`src/hdl/hbcd_pkg.sv`:
```
// ----------------------------------------------------------------------------
// HTTP body chunk decoder package
// Shared types, codes and character constants for the body decoder.
// ----------------------------------------------------------------------------
package hbcd_pkg;

  // Default width of the chunk size and byte counters.
  localparam int LengthBitsDef = 31;

  // Width of the content length register.
  localparam int CfgW = 31;

  // Depth of the result queue; it must hold at least two entries.
  localparam int OutDepth = 4;

  // Configuration register indexes.
  localparam logic CfgChunkedMode   = 1'b0;
  localparam logic CfgContentLength = 1'b1;

  // Characters that the size line parser looks at.
  localparam logic [7:0] CharSp  = 8'h20;
  localparam logic [7:0] CharTab = 8'h09;
  localparam logic [7:0] CharLf  = 8'h0A;
  localparam logic [7:0] CharVt  = 8'h0B;
  localparam logic [7:0] CharFf  = 8'h0C;
  localparam logic [7:0] CharCr  = 8'h0D;

  typedef enum logic [1:0] {
    KindPayload = 2'd0,
    KindEnd     = 2'd1,
    KindError   = 2'd2
  } kind_e;

  typedef enum logic [2:0] {
    PhDone  = 3'd0,
    PhLead  = 3'd1,
    PhHex   = 3'd2,
    PhData  = 3'd3,
    PhCr    = 3'd4,
    PhLf    = 3'd5,
    PhFixed = 3'd6
  } phase_e;

  typedef struct packed {
    logic [7:0] data_byte;
    logic       start_body;
  } in_item_t;

  typedef struct packed {
    logic [7:0] out_byte;
    kind_e      kind;
    logic       last;
  } out_item_t;

  typedef struct packed {
    logic       ok;
    logic [3:0] val;
  } hex_t;

  // Decodes one ASCII hex digit; ok is low for any other character.
  function automatic hex_t hex_digit(logic [7:0] c);
    hex_t h;
    h.ok  = 1'b1;
    h.val = 4'd0;
    if (c >= 8'h30 && c <= 8'h39) begin
      h.val = 4'(c - 8'h30);
    end else if (c >= 8'h61 && c <= 8'h66) begin
      h.val = 4'(c - 8'h57);
    end else if (c >= 8'h41 && c <= 8'h46) begin
      h.val = 4'(c - 8'h37);
    end else begin
      h.ok = 1'b0;
    end
    return h;
  endfunction

  // Whitespace skipped before the first character of a size line.
  function automatic logic is_blank(logic [7:0] c);
    return (c == CharSp) || (c == CharTab) || (c == CharCr) ||
           (c == CharVt) || (c == CharFf);
  endfunction

endpackage

```
`src/hdl/http_body_chunk_decoder.sv`:
```
// ----------------------------------------------------------------------------
// HTTP body chunk decoder
// Parses chunked or fixed-length HTTP message bodies and delivers payload bytes.
// ----------------------------------------------------------------------------
// The decoder takes one body byte per clock cycle and turns it into at most two
// results: a payload byte, an end-of-body marker or a framing error. The parser
// state is updated in the cycle an input transfer is accepted, and the results go
// into a four-entry result queue that drives the output port one transfer per
// cycle. Each byte yields at most one result except the final byte of a
// fixed-length body, which yields the payload byte and the end marker, so the
// sustained rate is one byte per cycle; the input stalls only while the result
// queue has fewer than two free entries, which happens when the output side is
// stalled. Configuration writes go to plain registers and are sampled when a
// transfer with start_body set arrives.
module http_body_chunk_decoder #(
  parameter int LengthBits = hbcd_pkg::LengthBitsDef
) (
  input  logic                    clk_i,
  input  logic                    rst_ni,

  input  logic                    cfg_we_i,
  input  logic                    cfg_index_i,
  input  logic [hbcd_pkg::CfgW-1:0] cfg_data_i,

  input  logic                    in_valid_i,
  output logic                    in_stall_o,
  input  hbcd_pkg::in_item_t      in_data_i,

  output logic                    out_valid_o,
  input  logic                    out_stall_i,
  output hbcd_pkg::out_item_t     out_data_o
);
  import hbcd_pkg::*;

  localparam int PtrW  = $clog2(OutDepth);
  localparam int CntW  = $clog2(OutDepth + 1);
  localparam int WideW = (LengthBits > CfgW) ? LengthBits : CfgW;

  // Configuration registers.
  logic            chunked_mode_q;
  logic [CfgW-1:0] content_length_q;

  // Parser state.
  phase_e                phase_q, phase_d;
  logic [LengthBits-1:0] chunk_size_q, chunk_size_d;
  logic [LengthBits-1:0] bytes_left_q, bytes_left_d;
  logic                  final_chunk_q, final_chunk_d;
  logic                  digits_ended_q, digits_ended_d;

  // Result queue.
  out_item_t      queue_q [OutDepth];
  logic [PtrW-1:0] wr_ptr_q, rd_ptr_q;
  logic [CntW-1:0] count_q;

  logic            in_accept;
  logic            out_pop;
  logic [1:0]      n_push;
  out_item_t       res0, res1;

  logic [7:0]            c;
  hex_t                  hx;
  logic [LengthBits-1:0] digit_size;
  logic [LengthBits-1:0] bytes_dec;
  logic [WideW-1:0]      cl_wide;
  logic [LengthBits-1:0] cl_sat;

  assign in_accept = in_valid_i && !in_stall_o;
  assign out_pop   = out_valid_o && !out_stall_i;

  // Room for two results is needed before a byte is taken.
  assign in_stall_o  = count_q > CntW'(OutDepth - 2);
  assign out_valid_o = count_q != '0;
  assign out_data_o  = queue_q[rd_ptr_q];

  assign c  = in_data_i.data_byte;
  assign hx = hex_digit(c);

  // Append one hex digit to the chunk size, saturating at the all-ones value.
  assign digit_size = (|chunk_size_q[LengthBits-1:LengthBits-4]) ? '1 :
                      {chunk_size_q[LengthBits-5:0], hx.val};

  assign bytes_dec = (bytes_left_q != '0) ? bytes_left_q - 1'b1 : bytes_left_q;

  // Content length clipped to the counter range.
  assign cl_wide = WideW'(content_length_q);
  assign cl_sat  = (cl_wide > WideW'({LengthBits{1'b1}})) ? '1 : cl_wide[LengthBits-1:0];

  // Next state of the parser.
  always_comb begin
    phase_d        = phase_q;
    chunk_size_d   = chunk_size_q;
    bytes_left_d   = bytes_left_q;
    final_chunk_d  = final_chunk_q;
    digits_ended_d = digits_ended_q;
    if (in_data_i.start_body) begin
      chunk_size_d   = '0;
      final_chunk_d  = 1'b0;
      digits_ended_d = 1'b0;
      if (chunked_mode_q) begin
        bytes_left_d = '0;
        phase_d      = PhLead;
      end else begin
        bytes_left_d = cl_sat;
        phase_d      = (cl_sat != '0) ? PhFixed : PhDone;
      end
    end else begin
      case (phase_q)
        PhLead, PhHex: begin
          if (c == CharLf) begin
            // End of the size line: a zero size marks the final chunk.
            bytes_left_d  = chunk_size_q;
            final_chunk_d = chunk_size_q == '0;
            phase_d       = (chunk_size_q != '0) ? PhData : PhCr;
          end else if (phase_q == PhLead && is_blank(c)) begin
            phase_d = PhLead;
          end else if (phase_q == PhLead || !digits_ended_q) begin
            phase_d = PhHex;
            if (hx.ok) begin
              chunk_size_d = digit_size;
            end else begin
              digits_ended_d = 1'b1;
            end
          end
        end
        PhData: begin
          bytes_left_d = bytes_dec;
          if (bytes_dec == '0) begin
            phase_d = PhCr;
          end
        end
        PhCr: begin
          phase_d = (c == CharCr) ? PhLf : PhDone;
        end
        PhLf: begin
          if (c != CharLf || final_chunk_q) begin
            phase_d = PhDone;
          end else begin
            phase_d        = PhLead;
            chunk_size_d   = '0;
            digits_ended_d = 1'b0;
          end
        end
        PhFixed: begin
          bytes_left_d = bytes_dec;
          if (bytes_dec == '0) begin
            phase_d = PhDone;
          end
        end
        default: begin
          phase_d = PhDone;
        end
      endcase
    end
  end

  // Results caused by the current byte.
  always_comb begin
    n_push = 2'd0;
    res0   = '{out_byte: 8'h00, kind: KindPayload, last: 1'b1};
    res1   = '{out_byte: 8'h00, kind: KindEnd, last: 1'b1};
    if (!in_data_i.start_body) begin
      case (phase_q)
        PhData: begin
          n_push        = 2'd1;
          res0.out_byte = c;
        end
        PhCr: begin
          if (c != CharCr) begin
            n_push    = 2'd1;
            res0.kind = KindError;
          end
        end
        PhLf: begin
          if (c != CharLf) begin
            n_push    = 2'd1;
            res0.kind = KindError;
          end else if (final_chunk_q) begin
            n_push    = 2'd1;
            res0.kind = KindEnd;
          end
        end
        PhFixed: begin
          res0.out_byte = c;
          if (bytes_dec == '0) begin
            n_push    = 2'd2;
            res0.last = 1'b0;
          end else begin
            n_push = 2'd1;
          end
        end
        default: begin
          n_push = 2'd0;
        end
      endcase
    end
    if (!in_accept) begin
      n_push = 2'd0;
    end
  end

  always_ff @(posedge clk_i or negedge rst_ni) begin
    if (!rst_ni) begin
      chunked_mode_q   <= 1'b1;
      content_length_q <= '0;
    end else if (cfg_we_i) begin
      case (cfg_index_i)
        CfgChunkedMode:   chunked_mode_q   <= cfg_data_i[0];
        CfgContentLength: content_length_q <= cfg_data_i;
        default:          chunked_mode_q   <= chunked_mode_q;
      endcase
    end
  end

  always_ff @(posedge clk_i or negedge rst_ni) begin
    if (!rst_ni) begin
      phase_q        <= PhDone;
      chunk_size_q   <= '0;
      bytes_left_q   <= '0;
      final_chunk_q  <= 1'b0;
      digits_ended_q <= 1'b0;
    end else if (in_accept) begin
      phase_q        <= phase_d;
      chunk_size_q   <= chunk_size_d;
      bytes_left_q   <= bytes_left_d;
      final_chunk_q  <= final_chunk_d;
      digits_ended_q <= digits_ended_d;
    end
  end

  // Queue storage needs no reset.
  always_ff @(posedge clk_i) begin
    if (n_push != 2'd0) begin
      queue_q[wr_ptr_q] <= res0;
    end
    if (n_push == 2'd2) begin
      queue_q[wr_ptr_q + 1'b1] <= res1;
    end
  end

  always_ff @(posedge clk_i or negedge rst_ni) begin
    if (!rst_ni) begin
      wr_ptr_q <= '0;
      rd_ptr_q <= '0;
      count_q  <= '0;
    end else begin
      wr_ptr_q <= wr_ptr_q + PtrW'(n_push);
      if (out_pop) begin
        rd_ptr_q <= rd_ptr_q + 1'b1;
      end
      count_q <= count_q + CntW'(n_push) - CntW'(out_pop);
    end
  end

  // The queue never holds more entries than it has.
  a_count_bound: assert property (@(posedge clk_i) disable iff (!rst_ni)
    count_q <= CntW'(OutDepth))
    else $error("result queue overflow");

  // End and error results always close the results of their byte.
  a_marker_last: assert property (@(posedge clk_i) disable iff (!rst_ni)
    out_valid_o && out_data_o.kind != KindPayload |-> out_data_o.last)
    else $error("end or error result without last");

  // Only the three defined kinds leave the block.
  a_kind_known: assert property (@(posedge clk_i) disable iff (!rst_ni)
    out_valid_o |-> (out_data_o.kind == KindPayload || out_data_o.kind == KindEnd ||
                     out_data_o.kind == KindError))
    else $error("undefined result kind");

  // Payload phases always have bytes left to pass on.
  a_data_left: assert property (@(posedge clk_i) disable iff (!rst_ni)
    (phase_q == PhData || phase_q == PhFixed) |-> bytes_left_q != '0)
    else $error("payload phase with no bytes left");

  // A byte accepted while done produces nothing.
  a_done_silent: assert property (@(posedge clk_i) disable iff (!rst_ni)
    in_accept && phase_q == PhDone && !in_data_i.start_body && !out_pop
      |=> count_q == $past(count_q))
    else $error("result produced while done");

endmodule
```
`config.mk`:
```
export PLATFORM = sky130hd
export DESIGN_NAME = http_body_chunk_decoder
export DESIGN_NICKNAME = d
export VERILOG_FILES = /design/src/hdl/hbcd_pkg.sv /design/src/hdl/http_body_chunk_decoder.sv
export SDC_FILE = /design/constraint.sdc
export NUM_CORES = 1
export LEC_CHECK = 0
export BUFFER_PORTS_ARGS = -buffer_cell sky130_fd_sc_hd__buf_2
export CORE_ASPECT_RATIO = 0.5
export CORE_MARGIN = 2
export CORE_UTILIZATION = 40
export DETAILED_ROUTE_END_ITERATION = 10
export GPL_TIMING_DRIVEN = 0
export PLACE_DENSITY_LB_ADDON = 0.12
export SETUP_SLACK_MARGIN = 0.2
export SKIP_LAST_GASP = 1
export SLEW_MARGIN = 25
export SYNTH_ARGS = -nofsm -noshare
export SYNTH_HDL_FRONTEND = slang
export SYNTH_SLANG_ARGS = --single-unit
```
`constraint.sdc`:
```
create_clock -name clk_i -period 4.33 [get_ports clk_i]
set_input_delay 0.433 -clock clk_i [delete_from_list [all_inputs] [get_ports clk_i]]
set_output_delay 0.433 -clock clk_i [all_outputs]
set_load 0.02 [all_outputs]
```
==> impl_metrics.sql, run 1 <==
INSERT INTO impl_metrics (metric_group, metric, value, unit) VALUES
('grt', 'groute.usage.overall', '0.234', ''),
('timing', 'setup-violations-final', '0', ''),
('power_and_ir_drop', 'leakage', '4.05', 'nW'),
('drt', 'drt-total-wl', '24400', 'um'),
('timing', 'timing.hold.ws', '210', 'ps'),
('timing', 'finalWorstSetupSlack', '215', 'ps'),
('cts', 'clockRootBuffer', 'sky130_fd_sc_hd__clkbuf_16', ''),
('cts', 'clk-insertion-delay-late', '450', 'ps'),
('placement', 'gp_routability_congestion', '0.919', ''),
('floorplan', 'floorplan.initialDensity', '0.412', ''),
('cells_and_area', 'post_layout_nonfiller_instances', '1320', ''),
('grt', 'first_pass_grt_wire_length', '38500', 'um'),
('setup_path', 'criticalPathCategory', 'flop to flop', ''),
('cells_and_area', 'final-seq-area', '0.00354', 'sq mm'),
('cells_and_area', 'final.fill_count', '1887', ''),
('grt', 'grt_max_degree', '56', ''),
('grt', 'grt_pass1_vias', '7126', ''),
('cells_and_area', 'final_net_count', '1099', ''),
('synth', 'ys_seq_elements', '150', ''),
('setup_path', 'crit_family', 'simple AND/OR/NAND/NOR gates', ''),
('placement', 'dp.final_hpwl', '17300', 'um'),
('cells_and_area', 'num_antenna_cells', '0', ''),
('synth', 'netlist_area', '0.00809', 'sq mm'),
('synth', 'synth_compound_gate_area_share', '0.157', ''),
('setup_path', 'worstPathRequired', '4670', 'ps'),
('cts', 'cts_inserted_buffers', '17', ''),
('outcome', 'status', 'completed', ''),
('cells_and_area', 'area_used_by_multi_input_combinational_logic', '0.00453', 'sq mm'),
('drt', 'detail_route.wl_per_cell', '18.5', 'um'),
('setup_path', 'cp_cell_sequence', 'buf_6, nor4_4, buf_4, buf_4, nand3_2, or2_2, clkbuf_8, nor4_2, xnor2_1, nand4_1, or4_4, buf_8, or2_4, ha_4, inv_2, fa_2, xnor2_2, xnor2_1', ''),
('synth', 'post_synth_fa_ha_maj_area_fraction', '0.0195', ''),
('timing', 'slew_headroom', '0.320', ''),
('cells_and_area', 'syn2layout_area_growth', '24.2', '%'),
('job', 'max_cap_violations', '0', ''),
('synth', 'ys_dominant_reg_cell', 'sky130_fd_sc_hd__dfrtp_1', ''),
('placement', 'port-buffer-count', '57', ''),
('placement', 'pre_cts_slack', '-452', 'ps'),
('grt', 'grt_antenna_before_repair', '0', ''),
('floorplan', 'die_x', '205', 'um'),
('cells_and_area', 'final_layout_size_suffix_gt1_frac', '0.235', ''),
('cts', 'ctsLongestPathBuffers', '2', ''),
('power_and_ir_drop', 'vdd.ir_drop.worst', '0.000242', 'V'),
('cts', 'numClockSinks', '150', ''),
('power_and_ir_drop', 'total_power', '6.17', 'mW'),
('cts', 'h-tree-depth', '4', ''),
('timing', 'clock.fmax', '243', 'MHz'),
('synth', 'syn-num-nets', '977', ''),
('floorplan', 'die_height', '105', 'um'),
('placement', 'dpl.cell_count', '1243', ''),
('cells_and_area', 'most_common_cell_after_layout_fill_and_taps_aside', 'sky130_fd_sc_hd__nor2_1', ''),
('timing', 'timing.final.hold_violations', '0', ''),
('grt', 'grt-ovfl-total', '0', ''),
('cts', 'tritoncts_clock_tree', 'done', ''),
('synth', 'synth-simple-area-share', '0.226', ''),
('synth', 'synth_edf_count', '0', ''),
('drt', 'vias', '7285', ''),
('drt', 'ant_nets', '0', ''),
('drt', 'detail_route.vias_per_cell', '5.52', ''),
('setup_path', 'cp_max_fo', '6', ''),
('min_path', 'worst_hold_path_type', 'input port to flop', ''),
('drt', 'detail_route.drc_violations', '0', ''),
('timing', 'final.setup_skew', '10.5', 'ps'),
('timing', 'max_slew.worst_pin.slew', '1020', 'ps'),
('timing', 'min_period_over_period', '0.950', ''),
('cts', 'clock_slew_seen_by_the_registers_of_the_worst_setup_and_hold_paths', '60', 'ps'),
('setup_path', 'reg2reg_setup_slack', '210', 'ps'),
('cells_and_area', 'utilization', '0.512', ''),
('timing', 'maxSlewViolCount', '0', ''),
('cells_and_area', 'final_cell_mix', 'sky130_fd_sc_hd__nor2_1 (158), sky130_fd_sc_hd__dfrtp_1 (102), sky130_fd_sc_hd__nand2_1 (92)', ''),
('power_and_ir_drop', 'power_per_cell_area', '614', 'mW/mm^2'),
('synth', 'ys_seq_area_frac', '0.437', '');
## cell usage after synthesis (all sizes together), types with 2 or more instances
master,n,area [sq um]
nand4,8,50.1
mux4,11,248
a22oi,2,15.0
a31oi,2,12.5
o211ai,3,22.5
nand3b,3,22.5
buf,16,90.1
a21oi,79,395
dfxtp,44,881
and2,3,18.8
o21ai,73,365
nand3,11,55.1
or4,4,37.5
inv,19,71.3
mux2i,4,40.0
a211o,5,43.8
o31ai,3,22.5
a211oi,30,230
or3,7,43.8
o311ai,2,17.5
clkbuf,46,173
a2111oi,2,18.8
and4,3,26.3
nor4,31,221
nand2,92,345
o21bai,3,22.5
a311oi,3,26.3
nor2,160,601
nand4b,3,41.3
o22ai,3,18.8
or2,6,37.5
nor2b,8,50.1
nor4b,5,56.3
nor3b,2,15.0
mux2,34,383
ha,11,138
nand2b,3,26.3
xor2,6,52.6
nor3,25,153
dfrtp,105,2630
xnor2,27,236
## where the power goes
part / switching, mW / internal (mW)
Combinational: 1.52 / 1.04
Clock: 0.609 / 0.958
Sequential: 0.340 / 1.71
Total: 2.46 / 3.71
## kinds of logic after synthesis
| logic type | count (synthesis) |
|---|---|
| buffers and inverters | 81 |
| DFF | 150 |
| adders and majority gates | 12 |
| xor gates and xnor gates | 33 |
| muxes | 49 |
| and+or+nand+nor | 377 |
| AOI/OAI and AO/OA | 217 |
## area by class of cell
cell class,instances,share of cell area
plain buffers,62,0.0294
repair buffers,103,0.0671
clock inverters,11,0.0161
multi-input cells,688,0.451
clock buffers,21,0.0438
flip-flops and latches,150,0.352
inverters,19,0.00710
well taps,266,0.0331
## final timing paths
path                                 startpoint               to  cells after the start
worst max-delay path            bytes_left_q[7]       count_q[2]                     18
worst min register to register    queue_q[3][1]    queue_q[3][1]                      1
worst min-delay path             cfg_data_i[18]      cl_wide[18]                      2
max in group asynchronous                rst_ni  bytes_left_q[0]                      3
worst max register to register  bytes_left_q[7]       count_q[2]                     18
min in group asynchronous                rst_ni       cl_wide[7]                      2
## metal layers
metal  global-route usage  vias up  wire length, um  part of all wire
li1                     -     3497                -                 -
met1                0.325     3527            11600              0.48
met2                0.351      227            10700              0.44
met3               0.0593       34             1550             0.064
met4               0.0843        0              421             0.017
met5                    0        -                0                 0
## sequential cells by signal (all words and copies together) (netlist names), 2 cells and up
| name | cells |
|---|---|
| wr_ptr_q | 2 |
| queue_q | 44 |
| chunk_size_q | 31 |
| bytes_left_q | 31 |
| cl_wide | 31 |
| count_q | 3 |
| phase_q | 3 |
| rd_ptr_q | 2 |
## what timing repair did
action / CTS / global route
gates cloned: 0 / 0
pin swaps: 16 / 29
endpoints found under the setup margin: 4 / 2
buffers inserted: 23 / 21
hold buffers: 1 / 0
endpoints found under the hold margin: 53 / 0
resized for setup: 34 / 40
## through the flow
step / instance area [sq um] / setup TNS, ps
finish: 10000 / 0
global route: 10000 / 0
CTS: 9690 / 0
detailed placement: 8770 / -781
global placement: 8720 / -759
floorplan: 8100 / 0
No activity file was read; power rests on OpenSTA's default activity.
==> inputs of run 2 (changes only) <==
CTS_BUF_LIST = sky130_fd_sc_hd__clkbuf_4 sky130_fd_sc_hd__clkbuf_8   (was unset)
==> run 2 against run 1 <==
Via count down 0.38%. Utilization down 0.97 points. Clock power down 24%. First-iteration DRC count down 0.40%. Non-clock buffer count down 1. Register-to-register slack about the same. Critical endpoint unchanged. Largest cell class unchanged.
==> impl_metrics.sql, run 2 (synthesis results as in run 1) <==
INSERT INTO impl_metrics (metric_group, metric, value, unit) VALUES
('grt', 'grt_busiest_layer', 'met2', ''),
('grt', 'grt_antenna_before_repair', '0', ''),
('cells_and_area', 'final_layout_size_suffix_gt1_frac', '0.238', ''),
('drt', 'detail_route.vias_per_cell', '5.50', ''),
('setup_path', 'criticalPathCategory', 'flop to flop', ''),
('cells_and_area', 'final_area', '0.00985', 'sq mm'),
('cts', 'h-tree-depth', '4', ''),
('cts', 'ctsLongestPathBuffers', '2', ''),
('drt', 'drt-initial-drc-count', '501', ''),
('timing', 'setup-violations-final', '0', ''),
('cells_and_area', 'num_antenna_cells', '0', ''),
('grt', 'grt-ovfl-total', '0', ''),
('min_path', 'worst_hold_path_stage_count', '2', ''),
('setup_path', 'rr_endpoint', 'count_q[2]', ''),
('cts', 'clock_slew_seen_by_the_registers_of_the_worst_setup_and_hold_paths', '90', 'ps'),
('cells_and_area', 'most_common_cell_after_layout_fill_and_taps_aside', 'sky130_fd_sc_hd__nor2_1', ''),
('drt', 'detail_route.first_pass.iterations', '5', ''),
('floorplan', 'floorplan.core_area', '0.0196', 'sq mm'),
('cts', 'clk-insertion-delay-late', '490', 'ps'),
('job', 'max_cap_violations', '0', ''),
('floorplan', 'floorplan.initialDensity', '0.412', ''),
('floorplan', 'fp-row-count', '36', ''),
('setup_path', 'worstPathRequired', '4710', 'ps'),
('min_path', 'hold-path-endpoint', 'cl_wide[14]', ''),
('placement', 'port-buffer-count', '57', ''),
('min_path', 'holdCritStartpoint', 'cfg_data_i[14]', ''),
('placement', 'dpl_cell_area', '0.00877', 'sq mm'),
('timing', 'max_slew.worst_pin.slew', '978', 'ps'),
('floorplan', 'die_height', '105', 'um'),
('floorplan', 'area_of_the_die', '0.0214', 'sq mm'),
('setup_path', 'reg2reg_setup_slack', '210', 'ps'),
('timing', 'maxSlewViolCount', '0', ''),
('grt', 'grt_pass1_vias', '7106', ''),
('setup_path', 'cp_max_fo', '6', ''),
('floorplan', 'die_x', '205', 'um'),
('grt', 'first_pass_grt_wire_length', '38500', 'um'),
('placement', 'gp_routability_congestion', '0.919', ''),
('power_and_ir_drop', 'leakage', '3.96', 'nW'),
('grt', 'global_route.usage.met2', '0.350', ''),
('cells_and_area', 'register_bank_with_the_most_flops', 'queue_q', ''),
('floorplan', 'ios', '59', ''),
('setup_path', 'timing.critical_path.to_type', 'flop', ''),
('setup_path', 'cp.arrival', '4500', 'ps'),
('placement', 'dpl.cell_count', '1243', ''),
('setup_path', 'worstSetupStartpointType', 'flop', ''),
('cells_and_area', 'syn2layout_area_growth', '21.9', '%'),
('outcome', 'status', 'completed', ''),
('drt', 'vias', '7257', ''),
('grt', 'groute.layer.met1.usage', '0.321', ''),
('power_and_ir_drop', 'vdd.ir_drop.worst', '0.000222', 'V'),
('setup_path', 'regToRegStartpoint', 'bytes_left_q[1]', ''),
('grt', 'grt.met3_usage', '0.0621', ''),
('drt', 'detail_route.drc_violations', '0', ''),
('timing', 'timing.final.hold_violations', '0', ''),
('timing', 'final.setup_skew', '12.3', 'ps'),
('power_and_ir_drop', 'total_power', '5.80', 'mW'),
('cts', 'numClockSinks', '150', ''),
('cells_and_area', 'final_cell_mix', 'sky130_fd_sc_hd__nor2_1 (159), sky130_fd_sc_hd__dfrtp_1 (98), sky130_fd_sc_hd__nand2_1 (92)', ''),
('grt', 'groute.usage.overall', '0.233', ''),
('timing', 'clock.fmax', '243', 'MHz'),
('timing', 'period_needed', '4120', 'ps'),
('cells_and_area', 'final_net_count', '1098', ''),
('timing', 'min_period_over_period', '0.952', ''),
('drt', 'ant_nets', '0', ''),
('power_and_ir_drop', 'power_per_cell_area', '589', 'mW/mm^2'),
('cells_and_area', 'final.fill_count', '1916', ''),
('cells_and_area', 'largest_register_ff_count', '44', ''),
('cells_and_area', 'post_layout_nonfiller_instances', '1319', ''),
('timing', 'slew_headroom', '0.347', ''),
('grt', 'grt_max_degree', '56', ''),
('cts', 'cts_inserted_buffers', '17', ''),
('cts', 'clockRootBuffer', 'sky130_fd_sc_hd__clkbuf_8', ''),
('setup_path', 'timing.reg2reg.worst_path_depth', '17', ''),
('cts', 'tritoncts_clock_tree', 'done', ''),
('drt', 'drt-total-wl', '24200', 'um'),
('timing', 'rsz0062_at_grt', 'true', ''),
('min_path', 'worst_hold_path_type', 'input port to flop', ''),
('placement', 'dp.final_hpwl', '17300', 'um'),
('drt', 'detail_route.wl_per_cell', '18.4', 'um');
run 2: final cells by class:
type,instances,area (sq um),area share
inverter,19,71.3,0.00724
sequential,150,3540,0.360
buffer,62,295,0.0300
timing repair buffer,102,663,0.0673
tap,266,333,0.0338
clock buffer,21,264,0.0268
clock inverter,11,161,0.0164
multi-input combinational,688,4520,0.459
run 2: timing repair:
action	in CTS	in global routing
resized for setup	45	27
setup endpoints to repair	4	2
setup buffers	26	17
pin swaps	18	23
hold buffers	1	0
hold endpoints to repair	53	0
run 2: how the worst max path moves through the flow:
| stage | start | end | slack, ps | cells after the start |
|---|---|---|---|---|
| floorplan | bytes_left_q[0] | count_q[2] | 210 | 17 |
| global placement | bytes_left_q[0] | count_q[2] | -460 | 16 |
| detailed placement | bytes_left_q[0] | count_q[2] | -450 | 16 |
| CTS | bytes_left_q[0] | count_q[2] | 240 | 17 |
| global route | bytes_left_q[4] | count_q[2] | 30 | 20 |
| finish | bytes_left_q[1] | count_q[2] | 210 | 17 |
run 2: stage by stage:
step | hold WS [ps] | setup slack, ps | setup TNS [ps] | util
floorplan | 137 | 210 | 0 | -
global placement | 439 | -457 | -759 | 0.444
detailed placement | 431 | -452 | -781 | 0.446
CTS | 128 | 239 | 0 | 0.488
global route | 142 | 34.4 | 0 | 0.502
finish | 171 | 208 | 0 | 0.502
run 2: where the power goes:
group	switching (mW)	leakage [nW]	internal (mW)
Combinational	1.52	2.04	1.04
Sequential	0.329	1.70	1.71
Clock	0.557	0.221	0.648
run 2: layer usage:
layer  vias to the layer above  wire length (um)
li1                       3489                 -
met1                      3531             11700
met2                       194             10600
met3                        43              1410
met4                         0               536
met5                         -                 0
run 2: critical path, cell delays in order, from the launching register on:
cell                       delay [ps]
sky130_fd_sc_hd__dfrtp_1          420
sky130_fd_sc_hd__buf_4            160
sky130_fd_sc_hd__nor4_4           300
sky130_fd_sc_hd__nand4b_1         250
sky130_fd_sc_hd__or2_4            310
sky130_fd_sc_hd__buf_6            140
sky130_fd_sc_hd__nor4_2           180
sky130_fd_sc_hd__xnor2_1          230
sky130_fd_sc_hd__nand4_1          180
sky130_fd_sc_hd__or4_4            500
sky130_fd_sc_hd__buf_8            160
sky130_fd_sc_hd__o21ai_4          170
sky130_fd_sc_hd__ha_4             140
sky130_fd_sc_hd__inv_1             40
sky130_fd_sc_hd__ha_2             170
sky130_fd_sc_hd__fa_2             400
sky130_fd_sc_hd__xnor2_2          140
sky130_fd_sc_hd__xnor2_1          120
==> inputs of run 3 (changes only) <==
PLACE_DENSITY = 0.7   (was unset)
PLACE_DENSITY_LB_ADDON = unset   (was 0.12)
==> run 3 against run 2 <==
Die area unchanged. Cell count decreased by 0.61%. Global-route usage decreased by 1.6 points. Register-to-register slack got worse by 60 ps.
==> impl_metrics.sql, run 3 (synthesis results as in run 1) <==
INSERT INTO impl_metrics (metric_group, metric, value, unit) VALUES
('outcome', 'status', 'completed', ''),
('floorplan', 'ios', '59', ''),
('floorplan', 'die_height', '105', 'um'),
('timing', 'timing.hold.ws', '192', 'ps'),
('floorplan', 'die_x', '205', 'um'),
('setup_path', 'timing.critical_path.to_type', 'flop', ''),
('setup_path', 'worstSetupStartpointType', 'flop', ''),
('cts', 'numClockSinks', '150', ''),
('drt', 'drt-initial-drc-count', '540', ''),
('timing', 'fin_setup_tns', '0', 'ps'),
('timing', 'period_needed', '4180', 'ps'),
('timing', 'slew_headroom', '0.366', ''),
('timing', 'finalWorstSetupSlack', '151', 'ps'),
('setup_path', 'criticalPathCategory', 'flop to flop', ''),
('power_and_ir_drop', 'leakage', '3.90', 'nW'),
('grt', 'grt_max_degree', '56', ''),
('cells_and_area', 'final.fill_count', '1835', ''),
('placement', 'dpl.cell_count', '1243', ''),
('drt', 'ant_nets', '0', ''),
('setup_path', 'cp_max_fo', '4', ''),
('timing', 'final.setup_skew', '12.3', 'ps'),
('cells_and_area', 'register_bank_with_the_most_flops', 'queue_q', ''),
('power_and_ir_drop', 'power_per_cell_area', '581', 'mW/mm^2'),
('timing', 'max_slew.worst_pin.slew', '949', 'ps'),
('timing', 'timing.final.hold_violations', '0', ''),
('floorplan', 'fp-row-count', '36', ''),
('placement', 'dpl_cell_area', '0.00877', 'sq mm'),
('drt', 'drt-total-wl', '22400', 'um'),
('cts', 'cts_inserted_buffers', '17', ''),
('cts', 'ctsLongestPathBuffers', '2', ''),
('cells_and_area', 'area_used_by_multi_input_combinational_logic', '0.00449', 'sq mm'),
('job', 'max_cap_violations', '0', ''),
('power_and_ir_drop', 'total_power', '5.66', 'mW'),
('setup_path', 'cp.arrival', '4530', 'ps'),
('grt', 'grt_antenna_before_repair', '0', ''),
('placement', 'port-buffer-count', '57', ''),
('cts', 'clockRootBuffer', 'sky130_fd_sc_hd__clkbuf_8', ''),
('drt', 'vias', '7329', ''),
('timing', 'setup-violations-final', '0', ''),
('timing', 'maxSlewViolCount', '0', ''),
('setup_path', 'cpPeakStageDelay', '500', 'ps'),
('cells_and_area', 'final_cell_mix', 'sky130_fd_sc_hd__nor2_1 (159), sky130_fd_sc_hd__dfrtp_1 (98), sky130_fd_sc_hd__nand2_1 (92)', ''),
('drt', 'detail_route.wl_per_cell', '17.1', 'um'),
('power_and_ir_drop', 'vdd.ir_drop.worst', '0.000267', 'V'),
('cells_and_area', 'final_layout_size_suffix_gt1_frac', '0.229', ''),
('timing', 'min_period_over_period', '0.965', ''),
('cells_and_area', 'utilization', '0.496', ''),
('cts', 'tritoncts_clock_tree', 'done', ''),
('grt', 'grt_pass1_vias', '7113', ''),
('floorplan', 'floorplan.core_area', '0.0196', 'sq mm'),
('timing', 'clock.fmax', '239', 'MHz'),
('cells_and_area', 'most_common_cell_after_layout_fill_and_taps_aside', 'sky130_fd_sc_hd__nor2_1', ''),
('min_path', 'worst_hold_path_type', 'input port to flop', ''),
('floorplan', 'area_of_the_die', '0.0214', 'sq mm'),
('cells_and_area', 'syn2layout_area_growth', '20.5', '%'),
('setup_path', 'cpMaxStageDelayCell', 'sky130_fd_sc_hd__or4_4', ''),
('cts', 'clock_slew_seen_by_the_registers_of_the_worst_setup_and_hold_paths', '90', 'ps'),
('grt', 'grt-ovfl-total', '0', ''),
('cells_and_area', 'final_area', '0.00974', 'sq mm'),
('setup_path', 'cp_cell_sequence', 'buf_6, nor4_4, nand4b_1, or2_4, buf_8, buf_4, nor4_4, xnor2_1, nand4_1, or4_4, buf_8, or2_4, ha_4, inv_1, fa_2, xnor2_2, xnor2_1', ''),
('cells_and_area', 'final_net_count', '1090', ''),
('grt', 'first_pass_grt_wire_length', '37100', 'um'),
('drt', 'detail_route.drc_violations', '0', ''),
('cells_and_area', 'post_layout_nonfiller_instances', '1311', ''),
('placement', 'gp_routability_congestion', '0.909', ''),
('timing', 'rsz0062_at_grt', 'true', ''),
('placement', 'pre_cts_slack', '-515', 'ps'),
('cells_and_area', 'largest_register_ff_count', '44', ''),
('setup_path', 'worstPathRequired', '4680', 'ps'),
('drt', 'detail_route.first_pass.iterations', '5', ''),
('cells_and_area', 'num_antenna_cells', '0', ''),
('drt', 'detail_route.vias_per_cell', '5.59', ''),
('placement', 'dp.final_hpwl', '16300', 'um'),
('cells_and_area', 'final-seq-area', '0.00354', 'sq mm'),
('grt', 'groute.usage.overall', '0.217', ''),
('cts', 'clk-insertion-delay-late', '460', 'ps'),
('cts', 'h-tree-depth', '4', ''),
('floorplan', 'floorplan.initialDensity', '0.412', '');
## run 3: worst max-delay path, delay by kind of cell, from the launching register on
kind	cells	cell delay, ps
flip-flops	1	440
adder cells (fa/ha/maj)	2	610
buffers and inverters	5	620
XOR/XNOR	3	440
AND/OR/NAND/NOR	7	1950
## run 3: worst paths after layout
kind | from | endpoint | slack (ps) | cells after the start
setup reg to reg | bytes_left_q[1] | count_q[2] | 150 | 17
min in group asynchronous | rst_ni | cl_wide[16] | 490 | 2
setup / recovery | bytes_left_q[1] | count_q[2] | 150 | 17
hold reg to reg | queue_q[1][1] | queue_q[1][1] | 470 | 1
hold / removal | cfg_data_i[6] | cl_wide[6] | 190 | 2
max in group asynchronous | rst_ni | bytes_left_q[0] | 3190 | 3
## run 3: metal layers
layer  track usage  routed length (um)  up-vias
met1         0.306               10500     3586
met5             0                   0        -
met4        0.0637                 412        0
li1              -                   -     3484
met2         0.336               10200      220
met3        0.0455                1340       39
## run 3: cell type report
class / count / share of cell area
clock inverter: 15 / 0.0171
clock buffer: 17 / 0.0240
timing repair buffer: 94 / 0.0623
tap: 266 / 0.0342
sequential: 150 / 0.364
multi-input combinational: 688 / 0.461
buffer: 62 / 0.0303
inverter: 19 / 0.00783
## run 3: report_power, final
| part | switching [mW] | internal [mW] |
|---|---|---|
| Sequential | 0.315 | 1.71 |
| Clock | 0.594 | 0.528 |
| Combinational | 1.50 | 1.01 |
| Total | 2.41 | 3.25 |
## run 3: timing repair
| action | CTS | global route |
|---|---|---|
| pin swaps | 17 | 17 |
| endpoints found under the setup margin | 17 | 2 |
| gates resized for setup | 44 | 24 |
| hold buffers | 1 | 0 |
| buffers inserted | 26 | 9 |
| hold endpoints to repair | 50 | 0 |
